### src/design/rpnsa_pkg.sv
`default_nettype none

package rpnsa_pkg;

   localparam int unsigned DATA_W   = 32;
   localparam int unsigned CMD_W    = 4;
   localparam int unsigned STATUS_W = 2;
   localparam int unsigned CNT_W    = $clog2(DATA_W);

   typedef logic [DATA_W-1:0]   word_type;
   typedef logic [CMD_W-1:0]    cmd_type;
   typedef logic [STATUS_W-1:0] status_type;

   localparam cmd_type CMD_PUSH   = 4'd0;
   localparam cmd_type CMD_ADD    = 4'd1;
   localparam cmd_type CMD_SUB    = 4'd2;
   localparam cmd_type CMD_MUL    = 4'd3;
   localparam cmd_type CMD_DIV    = 4'd4;
   localparam cmd_type CMD_GT     = 4'd5;
   localparam cmd_type CMD_LT     = 4'd6;
   localparam cmd_type CMD_GE     = 4'd7;
   localparam cmd_type CMD_LE     = 4'd8;
   localparam cmd_type CMD_EQ     = 4'd9;
   localparam cmd_type CMD_DIVMOD = 4'd10;
   localparam cmd_type CMD_POP    = 4'd11;

   localparam status_type ST_OK        = 2'd0;
   localparam status_type ST_UNDERFLOW = 2'd1;
   localparam status_type ST_FULL      = 2'd2;
   localparam status_type ST_DIV_ZERO  = 2'd3;

   typedef struct packed {
      logic start;
      logic op_div;
   } md_req_type;

   typedef struct packed {
      logic     done;
      word_type value;
      word_type rem;
   } md_rsp_type;

   // Combinational operators: add, sub and the signed compares.
   function automatic word_type alu_result(input cmd_type cmd, input word_type l,
                                           input word_type r);
      word_type res;
      res = '0;
      case (cmd)
         CMD_ADD: res = l + r;
         CMD_SUB: res = l - r;
         CMD_GT:  res[0] = ($signed(l) >  $signed(r));
         CMD_LT:  res[0] = ($signed(l) <  $signed(r));
         CMD_GE:  res[0] = ($signed(l) >= $signed(r));
         CMD_LE:  res[0] = ($signed(l) <= $signed(r));
         CMD_EQ:  res[0] = (l == r);
         default: res = '0;
      endcase
      return res;
   endfunction

endpackage

`default_nettype wire

### src/design/rpn_stack_alu_unit.sv
// Channel   Direction  Handshake               Payload
// req_      in         req_valid / req_ready   req_command, req_operand
// rsp_      out        rsp_valid / rsp_ready   rsp_result_value, rsp_status, rsp_last
//
// One item at a time. Push and stack errors go straight to the output stage;
// pop, add, sub, compares and divide by zero pass through an execute state first;
// mul and div also wait on the shared shift-add / restoring divide unit (one bit
// per cycle); divmod emits two words. Unused command codes give no word.
// Stack entries live in a 2-read, 1-write memory with registered read data.
// Synchronous reset empties the stack; entries are not cleared.
// The next item is taken while the last word waits in the output register.
`default_nettype none

module rpn_stack_alu_unit #(
   parameter int unsigned STACK_DEPTH = 16
) (
   input  wire logic                clock,
   input  wire logic                reset,
   input  wire logic                req_valid,
   output logic                     req_ready,
   input  wire logic [3:0]          req_command,
   input  wire logic signed [31:0]  req_operand,
   output logic                     rsp_valid,
   input  wire logic                rsp_ready,
   output logic signed [31:0]       rsp_result_value,
   output logic [1:0]               rsp_status,
   output logic                     rsp_last
);

   localparam int unsigned DEPTH_W = $clog2(STACK_DEPTH + 1);
   localparam int unsigned ADDR_W  = (STACK_DEPTH > 1) ? $clog2(STACK_DEPTH) : 1;

   typedef enum logic [4:0] {
      S_IDLE   = 5'b00001,
      S_EXEC   = 5'b00010,
      S_MDWAIT = 5'b00100,
      S_EMIT   = 5'b01000,
      S_WRQ    = 5'b10000
   } state_type;

   state_type state_ff, state_in;
   logic [DEPTH_W-1:0] depth_ff, depth_in;
   rpnsa_pkg::cmd_type cmd_ff, cmd_in;
   rpnsa_pkg::word_type pend_value_ff, pend_value_in;
   rpnsa_pkg::status_type pend_status_ff, pend_status_in;
   logic pend_last_ff, pend_last_in;
   logic rsp_valid_ff, rsp_valid_in;
   rpnsa_pkg::word_type rsp_value_ff, rsp_value_in;
   rpnsa_pkg::status_type rsp_status_ff, rsp_status_in;
   logic rsp_last_ff, rsp_last_in;

   logic [DEPTH_W-1:0] depth_m1;
   logic [DEPTH_W-1:0] depth_m2;
   logic [ADDR_W-1:0]  addr_top;
   logic [ADDR_W-1:0]  addr_next;
   logic               wr_en;
   logic [ADDR_W-1:0]  wr_addr;
   rpnsa_pkg::word_type wr_data;
   rpnsa_pkg::word_type rd_top;
   rpnsa_pkg::word_type rd_next;
   rpnsa_pkg::word_type alu_res;
   rpnsa_pkg::md_req_type md_req;
   rpnsa_pkg::md_rsp_type md_rsp;
   logic               out_free;

   assign depth_m1  = depth_ff - DEPTH_W'(1);
   assign depth_m2  = depth_ff - DEPTH_W'(2);
   assign addr_top  = depth_m1[ADDR_W-1:0];
   assign addr_next = depth_m2[ADDR_W-1:0];
   assign alu_res   = rpnsa_pkg::alu_result(cmd_ff, rd_next, rd_top);
   assign out_free  = !rsp_valid_ff || rsp_ready;
   assign req_ready = (state_ff == S_IDLE);

   rpnsa_stack_mem #(
      .DEPTH  (STACK_DEPTH),
      .ADDR_W (ADDR_W)
   ) u_mem (
      .clock     (clock),
      .wr_en     (wr_en),
      .wr_addr   (wr_addr),
      .wr_data   (wr_data),
      .rd_addr_a (addr_top),
      .rd_addr_b (addr_next),
      .rd_data_a (rd_top),
      .rd_data_b (rd_next)
   );

   rpnsa_muldiv u_muldiv (
      .clock  (clock),
      .reset  (reset),
      .md_req (md_req),
      .opnd_l (rd_next),
      .opnd_r (rd_top),
      .md_rsp (md_rsp)
   );

   always_comb begin
      state_in       = state_ff;
      depth_in       = depth_ff;
      cmd_in         = cmd_ff;
      pend_value_in  = pend_value_ff;
      pend_status_in = pend_status_ff;
      pend_last_in   = pend_last_ff;
      rsp_valid_in   = rsp_valid_ff && !rsp_ready;
      rsp_value_in   = rsp_value_ff;
      rsp_status_in  = rsp_status_ff;
      rsp_last_in    = rsp_last_ff;
      wr_en          = 1'b0;
      wr_addr        = addr_next;
      wr_data        = alu_res;
      md_req         = '0;

      case (state_ff)
         S_IDLE: begin
            if (req_valid) begin
               cmd_in         = req_command;
               pend_value_in  = '0;
               pend_status_in = rpnsa_pkg::ST_OK;
               pend_last_in   = 1'b1;
               if (req_command == rpnsa_pkg::CMD_PUSH) begin
                  state_in = S_EMIT;
                  if (depth_ff >= DEPTH_W'(STACK_DEPTH)) begin
                     pend_status_in = rpnsa_pkg::ST_FULL;
                  end else begin
                     wr_en         = 1'b1;
                     wr_addr       = depth_ff[ADDR_W-1:0];
                     wr_data       = req_operand;
                     depth_in      = depth_ff + DEPTH_W'(1);
                     pend_value_in = req_operand;
                  end
               end else if (req_command == rpnsa_pkg::CMD_POP) begin
                  if (depth_ff == '0) begin
                     pend_status_in = rpnsa_pkg::ST_UNDERFLOW;
                     state_in       = S_EMIT;
                  end else begin
                     state_in = S_EXEC;
                  end
               end else if (req_command < rpnsa_pkg::CMD_POP) begin
                  if (depth_ff < DEPTH_W'(2)) begin
                     pend_status_in = rpnsa_pkg::ST_UNDERFLOW;
                     state_in       = S_EMIT;
                  end else begin
                     state_in = S_EXEC;
                  end
               end
               // unused codes: drop the word
            end
         end
         S_EXEC: begin
            state_in = S_EMIT;
            if (cmd_ff == rpnsa_pkg::CMD_POP) begin
               pend_value_in = rd_top;
               depth_in      = depth_m1;
            end else if ((cmd_ff == rpnsa_pkg::CMD_DIV || cmd_ff == rpnsa_pkg::CMD_DIVMOD)
                         && rd_top == '0) begin
               pend_status_in = rpnsa_pkg::ST_DIV_ZERO;
            end else if (cmd_ff == rpnsa_pkg::CMD_MUL || cmd_ff == rpnsa_pkg::CMD_DIV ||
                         cmd_ff == rpnsa_pkg::CMD_DIVMOD) begin
               md_req.start  = 1'b1;
               md_req.op_div = (cmd_ff != rpnsa_pkg::CMD_MUL);
               state_in      = S_MDWAIT;
            end else begin
               wr_en         = 1'b1;
               depth_in      = depth_m1;
               pend_value_in = alu_res;
            end
         end
         S_MDWAIT: begin
            if (md_rsp.done) begin
               wr_en    = 1'b1;
               state_in = S_EMIT;
               if (cmd_ff == rpnsa_pkg::CMD_DIVMOD) begin
                  // remainder goes below, quotient follows on top
                  wr_data       = md_rsp.rem;
                  pend_value_in = md_rsp.rem;
                  pend_last_in  = 1'b0;
               end else begin
                  wr_data       = md_rsp.value;
                  depth_in      = depth_m1;
                  pend_value_in = md_rsp.value;
               end
            end
         end
         S_WRQ: begin
            wr_en         = 1'b1;
            wr_addr       = addr_top;
            wr_data       = md_rsp.value;
            pend_value_in = md_rsp.value;
            pend_last_in  = 1'b1;
            state_in      = S_EMIT;
         end
         S_EMIT: begin
            if (out_free) begin
               rsp_valid_in  = 1'b1;
               rsp_value_in  = pend_value_ff;
               rsp_status_in = pend_status_ff;
               rsp_last_in   = pend_last_ff;
               state_in      = pend_last_ff ? S_IDLE : S_WRQ;
            end
         end
         default: begin
            state_in = S_IDLE;
         end
      endcase
   end

   always_ff @(posedge clock) begin
      if (reset) begin
         state_ff     <= S_IDLE;
         depth_ff     <= '0;
         rsp_valid_ff <= 1'b0;
      end else begin
         state_ff     <= state_in;
         depth_ff     <= depth_in;
         rsp_valid_ff <= rsp_valid_in;
      end
   end

   always_ff @(posedge clock) begin
      cmd_ff         <= cmd_in;
      pend_value_ff  <= pend_value_in;
      pend_status_ff <= pend_status_in;
      pend_last_ff   <= pend_last_in;
      rsp_value_ff   <= rsp_value_in;
      rsp_status_ff  <= rsp_status_in;
      rsp_last_ff    <= rsp_last_in;
   end

   assign rsp_valid        = rsp_valid_ff;
   assign rsp_result_value = rsp_value_ff;
   assign rsp_status       = rsp_status_ff;
   assign rsp_last         = rsp_last_ff;

endmodule

`default_nettype wire

### src/design/rpnsa_stack_mem.sv
`default_nettype none

module rpnsa_stack_mem #(
   parameter int unsigned DEPTH  = 16,
   parameter int unsigned ADDR_W = 4
) (
   input  wire logic                     clock,
   input  wire logic                     wr_en,
   input  wire logic [ADDR_W-1:0]        wr_addr,
   input  wire rpnsa_pkg::word_type      wr_data,
   input  wire logic [ADDR_W-1:0]        rd_addr_a,
   input  wire logic [ADDR_W-1:0]        rd_addr_b,
   output rpnsa_pkg::word_type           rd_data_a,
   output rpnsa_pkg::word_type           rd_data_b
);

   rpnsa_pkg::word_type mem [DEPTH];
   rpnsa_pkg::word_type rd_a_ff;
   rpnsa_pkg::word_type rd_b_ff;

   always_ff @(posedge clock) begin
      if (wr_en) begin
         mem[wr_addr] <= wr_data;
      end
   end

   always_ff @(posedge clock) begin
      rd_a_ff <= mem[rd_addr_a];
      rd_b_ff <= mem[rd_addr_b];
   end

   assign rd_data_a = rd_a_ff;
   assign rd_data_b = rd_b_ff;

endmodule

`default_nettype wire

### src/design/rpnsa_muldiv.sv
`default_nettype none

module rpnsa_muldiv (
   input  wire logic                  clock,
   input  wire logic                  reset,
   input  wire rpnsa_pkg::md_req_type md_req,
   input  wire rpnsa_pkg::word_type   opnd_l,
   input  wire rpnsa_pkg::word_type   opnd_r,
   output rpnsa_pkg::md_rsp_type      md_rsp
);

   localparam int unsigned W = rpnsa_pkg::DATA_W;

   logic busy_ff, busy_in;
   logic fix_ff, fix_in;
   logic done_ff, done_in;
   logic is_div_ff, is_div_in;
   logic neg_q_ff, neg_q_in;
   logic neg_r_ff, neg_r_in;
   logic [rpnsa_pkg::CNT_W-1:0] cnt_ff, cnt_in;
   rpnsa_pkg::word_type acc_ff, acc_in;
   rpnsa_pkg::word_type sh_ff, sh_in;
   rpnsa_pkg::word_type opd_ff, opd_in;
   rpnsa_pkg::word_type value_ff, value_in;
   rpnsa_pkg::word_type rem_ff, rem_in;

   logic [W:0]          trial;
   rpnsa_pkg::word_type mag_l;
   rpnsa_pkg::word_type mag_r;

   assign trial = {acc_ff, sh_ff[W-1]} - {1'b0, opd_ff};
   assign mag_l = opnd_l[W-1] ? ('0 - opnd_l) : opnd_l;
   assign mag_r = opnd_r[W-1] ? ('0 - opnd_r) : opnd_r;

   always_comb begin
      busy_in   = busy_ff;
      fix_in    = 1'b0;
      done_in   = 1'b0;
      is_div_in = is_div_ff;
      neg_q_in  = neg_q_ff;
      neg_r_in  = neg_r_ff;
      cnt_in    = cnt_ff;
      acc_in    = acc_ff;
      sh_in     = sh_ff;
      opd_in    = opd_ff;
      value_in  = value_ff;
      rem_in    = rem_ff;

      if (md_req.start) begin
         busy_in   = 1'b1;
         is_div_in = md_req.op_div;
         cnt_in    = '0;
         acc_in    = '0;
         neg_q_in  = opnd_l[W-1] ^ opnd_r[W-1];
         neg_r_in  = opnd_l[W-1];
         if (md_req.op_div) begin
            sh_in  = mag_l;
            opd_in = mag_r;
         end else begin
            sh_in  = opnd_r;
            opd_in = opnd_l;
         end
      end else if (busy_ff) begin
         if (is_div_ff) begin
            // restoring step: keep the subtraction when it does not borrow
            if (!trial[W]) begin
               acc_in = trial[W-1:0];
               sh_in  = {sh_ff[W-2:0], 1'b1};
            end else begin
               acc_in = {acc_ff[W-2:0], sh_ff[W-1]};
               sh_in  = {sh_ff[W-2:0], 1'b0};
            end
         end else begin
            if (sh_ff[0]) begin
               acc_in = acc_ff + opd_ff;
            end
            opd_in = {opd_ff[W-2:0], 1'b0};
            sh_in  = {1'b0, sh_ff[W-1:1]};
         end
         cnt_in = cnt_ff + 1'b1;
         if (cnt_ff == rpnsa_pkg::CNT_W'(W - 1)) begin
            busy_in = 1'b0;
            fix_in  = 1'b1;
         end
      end else if (fix_ff) begin
         // apply signs of the truncating divide; a product passes as it is
         done_in = 1'b1;
         if (is_div_ff) begin
            value_in = neg_q_ff ? ('0 - sh_ff) : sh_ff;
            rem_in   = neg_r_ff ? ('0 - acc_ff) : acc_ff;
         end else begin
            value_in = acc_ff;
            rem_in   = '0;
         end
      end
   end

   always_ff @(posedge clock) begin
      if (reset) begin
         busy_ff <= 1'b0;
         fix_ff  <= 1'b0;
         done_ff <= 1'b0;
      end else begin
         busy_ff <= busy_in;
         fix_ff  <= fix_in;
         done_ff <= done_in;
      end
   end

   always_ff @(posedge clock) begin
      is_div_ff <= is_div_in;
      neg_q_ff  <= neg_q_in;
      neg_r_ff  <= neg_r_in;
      cnt_ff    <= cnt_in;
      acc_ff    <= acc_in;
      sh_ff     <= sh_in;
      opd_ff    <= opd_in;
      value_ff  <= value_in;
      rem_ff    <= rem_in;
   end

   assign md_rsp.done  = done_ff;
   assign md_rsp.value = value_ff;
   assign md_rsp.rem   = rem_ff;

endmodule

`default_nettype wire

### config.mk
export PLATFORM = sky130hd
export DESIGN_NAME = rpn_stack_alu_unit
export DESIGN_NICKNAME = d
export VERILOG_FILES = /design/src/design/rpnsa_pkg.sv /design/src/design/rpn_stack_alu_unit.sv /design/src/design/rpnsa_stack_mem.sv /design/src/design/rpnsa_muldiv.sv
export SDC_FILE = /design/constraint.sdc
export NUM_CORES = 2
export LEC_CHECK = 0
export BUFFER_PORTS_ARGS = -buffer_cell sky130_fd_sc_hd__buf_2
export CAP_MARGIN = 20
export CORE_MARGIN = 8
export CORE_UTILIZATION = 35
export CTS_CLUSTER_DIAMETER = 150
export DETAILED_ROUTE_END_ITERATION = 8
export SYNTH_ARGS = -nofsm -noshare
export SYNTH_HDL_FRONTEND = slang
export SYNTH_SLANG_ARGS = --single-unit
### constraint.sdc
create_clock -name clock -period 5.4 [get_ports clock]
set_clock_uncertainty 0.2 [all_clocks]
set_input_delay 1.35 -clock clock [delete_from_list [all_inputs] [get_ports clock]]
set_output_delay 1.35 -clock clock [all_outputs]
set_load 0.01 [all_outputs]
==> impl_metrics.py <==
metrics = {
    "yosys": {
        "syn_inst": 3605,
        "synth_top_area_frac": 0.466,
        "yosysWarnings": 0,
        "mappedNetlistNets": 3787,
        "netlist-cell-type-count": 85,
        "synth.yosys.seq_area_share": 0.516,
        "ys_seq_elements": 832,
        "syn_area_per_cell_um2": 12.8,
        "yosys-top-cells-area": "edfxtp_1 (47%), mux4_2 (16%), dfxtp_1 (5.0%)",
        "synth_top_area_cell": "edfxtp_1",
        "netlist_area_um2": 46200,
        "ys_async_sr_fraction": 0,
        "synth_enable_flop_cells": 717,
        "yosys_most_used_dff": "edfxtp_1",
    },
    "pwr": {
        "pwr-share-clk": 0.303,
        "peakVddDrop_mv": 0.257,
        "power_frac_seq": 0.417,
        "p_int_mw": 14.0,
        "comb_power_share": 0.280,
        "switching_share": 0.342,
        "p_leak_nw": 17.8,
        "p_per_area_nw_per_um2": 407,
        "netSwitchingPower_mw": 7.30,
        "power_mw": 21.3,
    },
    "clocking": {
        "cts_hold_buf": 0,
        "cts_root_buf": "clkbuf_16",
        "cts_tree": "built",
        "worstSkewPairLatency_ns": 0.71,
        "clock-sinks": 832,
        "clk_pin_slew_ns": 0.06,
        "ctsResizeCount": 0,
        "post_cts_buffers": 0,
        "tritoncts.num_buffers": 88,
        "htreeDepth": 3,
        "ctsLongestPathBuffers": 3,
    },
    "place": {
        "dp_cells": 5320,
        "dp_hpwl_um": 105000,
        "portBuffers": 76,
        "place_congestion": 0.942,
    },
    "route": {
        "dr.pass1.iters": 9,
        "wire_per_inst_um": 26.7,
        "via_count": 32600,
        "vias_per_cell": 5.94,
        "drt-total-wl_um": 146000,
        "drcViolationCount": 0,
        "ant_nets": 0,
        "drt_iter0_markers": 4327,
    },
    "cells_and_area": {
        "finalNetCount": 3837,
        "layout_common_cells": "edfxtp_1 (717), mux4_2 (320), nand2_1 (252)",
        "final_common_cell": "edfxtp_1",
        "drive_gt1_frac": 0.193,
        "syn2layout_area_growth_pct": 13.3,
        "stdcell_count": 5484,
        "final.fill_count": 12200,
    },
    "die": {
        "pin_count": 77,
        "start_util": 0.352,
        "fp.coreArea_um2": 131000,
        "die_area_um2": 144000,
        "core.rowCount": 133,
        "dieHeight_um": 379,
        "chipWidth_um": 379,
    },
    "timing": {
        "rsz0062_at_grt": "false",
        "min_period_ns": 5.06,
        "slew_headroom": 0.257,
        "fin_tns_setup_ns": 0,
        "worst_hold_slack_ns": 0.211,
        "hold_viol": 0,
        "setup_viol": 0,
        "fmax_mhz": 197,
        "max_slew.worst_pin.slew_ns": 1.11,
        "finalCritPeriodShare": 0.938,
        "slew_viol_final": 0,
    },
    "grt": {
        "antenna_found_initial": 17,
        "grt_pass1_vias": 31200,
        "overflow": 0,
        "top_usage_layer": "met2",
        "grt_pass1_wl_um": 214000,
        "grt_max_degree": 88,
        "grt_use_total": 0.198,
        "gr-usage-met1": 0.278,
        "gr-usage-met3": 0.0367,
        "met2_usage": 0.311,
    },
    "critical_path": {
        "endpoint_kind": "flip-flop",
        "crit_path_start_kind": "flip-flop",
        "path_class": "reg2reg",
        "rrSetupSlack_ns": 0.34,
        "critPathArrivalTime_ns": 5.41,
        "crit_path_max_fanout": 16,
        "required_ns": 5.74,
    },
    "min_path": {
        "hp-class": "reg2reg",
    },
    "outcome": {
        "status": "finished, final reports clean",
    },
    "run": {
        "drv_cap": 0,
    },
}
## power by group through the flow
stage | clock network [mW] | registers (mW) | logic (mW)
after global routing | 6.83 | 8.91 | 6.42
after global placement | 0 | 8.97 | 5.83
after detailed placement | 0 | 8.99 | 5.84
final | 6.47 | 8.89 | 5.96
after CTS | 6.59 | 8.85 | 5.86
after floorplan | 0 | 8.67 | 3.80
## synthesized netlist by cell type, types with 30 or more instances
cell,n
ha_1,138
a21o_1,34
edfxtp_1,717
o21ai_0,240
o211ai_1,73
nor3_1,46
or3_1,32
inv_1,138
buf_1,30
nor2_1,245
nand2_1,253
a222oi_1,56
clkbuf_1,189
xnor2_1,81
xor2_1,110
dfxtp_1,115
a21oi_1,213
nand3_1,45
o31ai_1,50
nand2b_1,33
mux2i_1,50
a211oi_1,47
mux4_2,320
## registers in the layout, summed over array words and instances (netlist names), 2 cells and up
| name | count |
|---|---|
| u_muldiv.cnt_ff | 5 |
| u_mem.mem | 512 |
| pend_status_ff | 2 |
| u_muldiv.sh_ff | 32 |
| pend_value_ff | 32 |
| u_muldiv.value_ff | 32 |
| u_muldiv.acc_ff | 32 |
| rsp_status | 2 |
| u_muldiv.rem_ff | 32 |
| cmd_ff | 4 |
| u_mem.rd_data_a | 32 |
| u_muldiv.opd_ff | 32 |
| u_mem.rd_data_b | 32 |
| depth_ff | 5 |
| state_ff | 5 |
| rsp_result_value | 32 |
## metal layers
| metal | part of all wire | vias to the layer above |
|---|---|---|
| met2 | 0.45 | 1446 |
| met1 | 0.43 | 16500 |
| li1 | - | 14400 |
| met4 | 0.036 | 8 |
| met5 | 0.00033 | - |
| met3 | 0.082 | 248 |
## worst max-delay path, cell delays in order (launching register included)
cell and delay, ns:
dfxtp_1 0.45, inv_1 0.13, ha_1 0.49, nor2b_1 0.11, or4_1 0.41, o2111ai_1 0.26
nor2_1 0.13, a211oi_1 0.76, a21oi_1 0.24, a221oi_1 0.64, nand2_1 0.14, a32oi_1 0.50
nand2_1 0.10, o21ai_1 0.12, buf_4 0.24
## layout make-up
| cell class | count | area, µm² | share of cell area |
|---|---|---|---|
| sequential | 832 | 23800 | 0.456 |
| multi-input combinational | 2405 | 21200 | 0.406 |
| clock buffer | 101 | 2260 | 0.0432 |
| tap | 1755 | 2200 | 0.0420 |
| timing repair buffer | 189 | 1450 | 0.0278 |
| clock inverter | 61 | 808 | 0.0154 |
| inverter | 139 | 522 | 0.00997 |
| antenna | 2 | 5.00 | 0.0000957 |
## metrics by stage
stage	setup slack, ns	util	cell area (µm²)
floorplan	0.399	-	46200
global placement	0.563	0.375	49200
detailed placement	0.457	0.375	49200
CTS	0.475	0.398	52300
global route	0.130	0.398	52300
finish	0.336	0.398	52300
## kinds of logic (layout without fill, tap and decap cells)
logic type	Yosys count	after routing	share of synthesized area
flops	832	832	0.516
simple gates	772	772	0.0769
buf+inv	368	490	0.0311
compound gates	928	928	0.133
fa+ha+maj	142	142	0.0391
other cells	0	2	0
mux	372	372	0.167
xor+xnor	191	191	0.0362
## final timing paths
| kind | endpoint | depth (start not counted) | start |
|---|---|---|---|
| worst max-delay path | u_mem.mem[8][23] | 14 | u_mem.rd_data_a[6] |
| worst min-delay path | rsp_result_value[17] | 0 | pend_value_ff[17] |
| worst max register to register | u_mem.mem[8][23] | 14 | u_mem.rd_data_a[6] |
| worst min register to register | rsp_result_value[17] | 0 | pend_value_ff[17] |
(Power assumes the default switching activity.)
